===== config.mk =====
export PLATFORM = sky130hd
export DESIGN_NAME = rti_queue
export DESIGN_NICKNAME = d
export VERILOG_FILES = /design/src/sv/rti_pkg.sv /design/src/sv/rti_queue.sv
export SDC_FILE = /design/constraint.sdc
export NUM_CORES = 2
export LEC_CHECK = 0
export ABC_AREA = 1
export BUFFER_PORTS_ARGS = -buffer_cell sky130_fd_sc_hd__clkbuf_2
export CAP_MARGIN = 0
export CORE_ASPECT_RATIO = 1.4
export CORE_MARGIN = 2
export CORE_UTILIZATION = 45
export DETAILED_ROUTE_END_ITERATION = 16
export GPL_TIMING_DRIVEN = 0
export HOLD_SLACK_MARGIN = 0.06
export MAX_ROUTING_LAYER = met4
export PLACE_DENSITY = 0.69
export SYNTH_ARGS = -nofsm -noshare
export SYNTH_HDL_FRONTEND = slang
export SYNTH_SLANG_ARGS = --single-unit

===== constraint.sdc =====
create_clock -name clk -period 11.15 [get_ports clk]
set_clock_uncertainty 0.15 [all_clocks]
set_input_delay 2.23 -clock clk [delete_from_list [all_inputs] [get_ports clk]]
set_output_delay 2.23 -clock clk [all_outputs]
set_load 0.01 [all_outputs]

===== src/sv/rti_pkg.sv =====
// rti_pkg: widths, register codes and the queue item type of the ray/triangle unit.
// Used by rti_front, rti_queue, rti_back and ray_triangle_intersect.
// No dependencies.
package rti_pkg;

  // Coordinate width (signed fixed point; the fraction point cancels out)
  localparam int CW   = 16;
  localparam int VW   = 3 * CW;           // packed vertex z:y:x
  localparam int EW   = CW + 1;           // edge and origin offset
  localparam int NPW  = 2 * EW;           // normal partial product
  localparam int NW   = NPW + 1;          // normal component
  localparam int PPW  = EW + CW;          // d x (a - o) partial product
  localparam int PW   = PPW + 1;          // d x (a - o) component
  localparam int DENW = NW + CW + 2;      // n.d
  localparam int NUMW = NW + EW + 2;      // n.(a - o)
  localparam int UW   = EW + PW + 2;      // barycentric numerators
  localparam int CMPW = UW + 3;           // barycentric compare

  // Back end: split of num for the point multiply, divider widths
  localparam int NLO  = NUMW / 2;
  localparam int NHI  = NUMW - NLO;
  localparam int PLW  = CW + NLO + 1;
  localparam int PHW  = CW + NHI;
  localparam int PRW  = CW + NUMW;        // d * num
  localparam int NBW  = PRW + 2;          // 2|d*num| + |den|
  localparam int DW   = DENW + 1;         // 2|den|

  // Queue between front and back
  localparam int QDEPTH = 8;
  localparam int QAW    = $clog2(QDEPTH);
  localparam int CRW    = QAW + 1;

  // Configuration register indexes
  localparam int CFG_IW = 2;
  localparam logic [CFG_IW-1:0] REG_VERTEX_A = 2'd0;
  localparam logic [CFG_IW-1:0] REG_VERTEX_B = 2'd1;
  localparam logic [CFG_IW-1:0] REG_VERTEX_C = 2'd2;

  // Cyclic neighbors of an axis for cross products
  localparam int IDX1 [3] = '{1, 2, 0};
  localparam int IDX2 [3] = '{2, 0, 1};

  // One classified ray on its way to the back end
  typedef struct packed {
    logic                  hit;
    logic [2:0][CW-1:0]    o;
    logic [2:0][CW-1:0]    d;
    logic [NUMW-1:0]       num;
    logic [DENW-1:0]       den;
  } rti_item_t;

endpackage


===== src/sv/rti_queue.sv =====
// rti_queue: short FIFO between front and back end; drains one item per cycle.
// Depends on rti_pkg.
module rti_queue (
  input  logic                clk,
  input  logic                rst_n,
  input  logic                push,
  input  rti_pkg::rti_item_t  din,
  output logic                dout_valid,
  output rti_pkg::rti_item_t  dout
);
  import rti_pkg::*;

  rti_item_t        mem [QDEPTH];
  logic [QAW-1:0]   wr_ptr_r, rd_ptr_r;
  logic [CRW-1:0]   cnt_r, cnt_nxt;
  logic             pop;
  logic             valid_r;
  rti_item_t        dout_r;

  assign pop     = (cnt_r != '0);
  assign cnt_nxt = cnt_r + CRW'(push) - CRW'(pop);

  // pointers and fill level
  always_ff @(posedge clk) begin
    if (!rst_n) begin
      wr_ptr_r <= '0;
      rd_ptr_r <= '0;
      cnt_r    <= '0;
      valid_r  <= 1'b0;
    end else begin
      if (push) wr_ptr_r <= wr_ptr_r + 1'b1;
      if (pop)  rd_ptr_r <= rd_ptr_r + 1'b1;
      cnt_r   <= cnt_nxt;
      valid_r <= pop;
    end
  end

  // storage with registered read
  always_ff @(posedge clk) begin
    if (push) mem[wr_ptr_r] <= din;
    if (pop)  dout_r <= mem[rd_ptr_r];
  end

  assign dout_valid = valid_r;
  assign dout       = dout_r;

endmodule


==> results.md <==
- Simple logic cell fraction of the synthesized area: between 10% and 20%
- Fin crit share: 36.24%
- Grt ovf: 0
- Clock Tree Buf Depth: 3
- Initial Util: ~45%
- Most common cell after layout, fill and taps aside: nand2_1
- Proportion of layout cells with a drive suffix above 1: 12.17%
- Required @ worst endpoint: 11.50 ns
- Via density: 4.977
- Final Max Slew Viols: 0
- Fmax: between 200 and 250 MHz
- Compound-gate portion of the synthesized area: 0.07107%
- Synth area leader: edfxtp_1
- Largest net degree at the start of global routing: 50
- PD cells: between 200 and 250 mW/mm^2
- Post-CTS Setup Bufs: 0
- Via count: 52190
- Gate Count Post-Synth: 7336
- Leakage: 0.04073 uW
- Full die area: 0.1755 sq mm
- Post-Place Cell Area: 0.08414 sq mm
- Skew-Pair Late Insertion Delay: approximately 0.84 ns
- FF+latch count, synth: 1847
- Flop pwr share: 42.0%
- Ports: around 400
- Area growth syn-to-layout: 16.31%
- CP Max Fanout: 21
- Commonest cells after routing, fill and taps aside: nand2_1 (2664), edfxtp_1 (1836), inv_1 (1647)
- Post-placement cell count: 10100
- Hold-fix buffers, CTS: 0
- RSZ-0062 raised after global routing: false
- Final-layout fill cell count: 14190
- Setup violations, final: 0
- Die width: between 300 and 400 um
- Post-synthesis adder-cell area fraction: 0.1389%
- Mux cell area share after synthesis: 0%
- Synth Net Count: between 7000 and 8000
- Int Pwr: 13500 uW
- TritonRoute pass-1 iters: 8
- Residual DRC count: 0
- Initial antenna violation count: slightly below 60
- Vias in the first global route: 51780
- CTS tree: yes
- TritonCTS Buffers: 175
- Combinational fraction of design power: between 20 and 30%
- Final instance count without filler cells: 10490
- TritonCTS sink count: 1847
- DRT Wirelength: 210.9 mm
- Placer Congestion: about 0.84
- Gr usage total: roughly a quarter
- Worst Path Arrival: 4.39 ns
- Slew headroom: 10.91%
- Main area contributors after synthesis: edfxtp_1 (71%), nand2_1 (13%), inv_1 (8.0%)
- Synth unique cells: 18
- First-pass GRT wire length: 310.9 mm
- Fin crit period: about 4.0 ns
- Iter 0 DRT Violations: 5942
- CTS H-tree lvls: 4
- Die height: 494.9 um
- Max-cap violations: 0
- Synth warn: 0
- Worst-path clk slew: approximately 0.060 ns
- Drt wl/cell: ~20 um
- Post-synthesis async set-or-reset flop share: 0%
- Core Area: roughly 0.17 sq mm
- Syn Area/Cell: 10.56 sq um
- Crit path kind: in2reg
- Net count, final: 8219
- Finished Cell Area: ~0.090 sq mm
- Peak supply drop: 0.0001814 V
- Final HPWL DP: 140.5 mm
- CTS resizes: 0
- Switching power: 7194 uW
- Area fraction of the dominant cell type after synthesis: 71.17%
- Status: finished clean
- Clock power frac: between 20% and 30%
- Crit start category: input pin
- Post-Synth XOR/XNOR Area: 0%
- Port buffer count: 410
- Sw Share: 34.77%
- Worst Setup End Kind: flop
- Site Rows: 180
- Syn Std Cell Area: 0.07746 sq mm
- Register area share after synthesis: 71.46%
- Clock Tree Root: clkbuf_16
- Hold WS: roughly 0.37 ns
- Final Core Density: 52.57%
- Remaining antenna violation count: 0
- Main flop type after synthesis: edfxtp_1
- Number of flops mapped to enable cells by yosys: 1836
- Worst hold path type: reg2reg
- Largest family of logic cells by synthesized area: simple AND/OR/NAND/NOR gates
- Worst slew pin tran: 1.336 ns
- Final Hold Vio Count: 0
stage by stage:
step | setup TNS (ns) | setup WS (ns) | total power [uW]
after floorplan | -1139.18 | -0.8269 | 12280
after global placement | - | -10.41 | 14150
after detailed placement | 0 | 6.275 | 14730
after CTS | 0 | 7.137 | 20760
after global routing | 0 | 7.062 | 21650
final | 0 | 7.109 | 20690
cells by family after synthesis:
logic type	count (synthesis)
fa+ha+maj	8
flops	1847
compound gates	11
simple gates	3502
buf+inv	1968
worst max-delay path, cell delays in order:
cell and delay, ns:
clkbuf_2 0.12, inv_1 0.08, or2_2 0.39, nor2_4 0.57
buf_12 0.28, buf_12 0.22, buf_12 0.23, buf_16 0.18
cells in the mapped netlist, types with 3 or more instances:
cell type / count
nand2_1: 2664
edfxtp_1: 1836
inv_1: 1647
nand3_1: 819
buf_2: 211
clkbuf_1: 69
buf_4: 26
nor2_1: 17
dfxtp_1: 11
buf_1: 9
ha_1: 7
a21oi_1: 6
o21ai_0: 5
buf_6: 3
state kept, by name, indices dropped and copies added, names as in the netlist:
register / count
dout_valid: 1
rd_ptr_r: 3
cnt_r: 4
mem: 1632
dout: 204
wr_ptr_r: 3
cell type report:
class / count / area (sq um) / area share (%)
inverter: 1650 / 6193 / 6.874
buffer: 318 / 1578 / 1.751
antenna: 58 / 145.1 / 0.1611
tap: 2275 / 2846 / 3.159
multi-input combinational: 3521 / 14410 / 15.99
clock buffer: 203 / 4527 / 5.025
timing repair buffer: 491 / 3764 / 4.177
sequential: 1847 / 55350 / 61.44
clock inverter: 122 / 1279 / 1.419
layer usage:
layer	routed length, um	track usage, %
met1	77340	28.23
met2	102200	40.15
met3	25070	8.213
met4	6313	8.426
met5	0	-
worst paths after layout:
kind | from | to | slack [ns] | cells past startpoint
max reg2reg | rd_ptr_r[2] | dout[118] | 7.99 | 6
max | push | mem[4][75] | 7.11 | 8
min | wr_ptr_r[0] | wr_ptr_r[0] | 0.37 | 2
min reg2reg | wr_ptr_r[0] | wr_ptr_r[0] | 0.37 | 2
power by group through the flow:
stage	clock network, uW	logic (uW)	registers (uW)
2_1_floorplan	0	3160	9120
6_report	6060	5940	8690
4_1_cts	6120	5960	8690
3_3_place_gp	0	5090	9060
5_1_grt	6380	6540	8730
3_5_place_dp	0	5910	8820
Note: power is estimated with default switching activity, not from simulation.
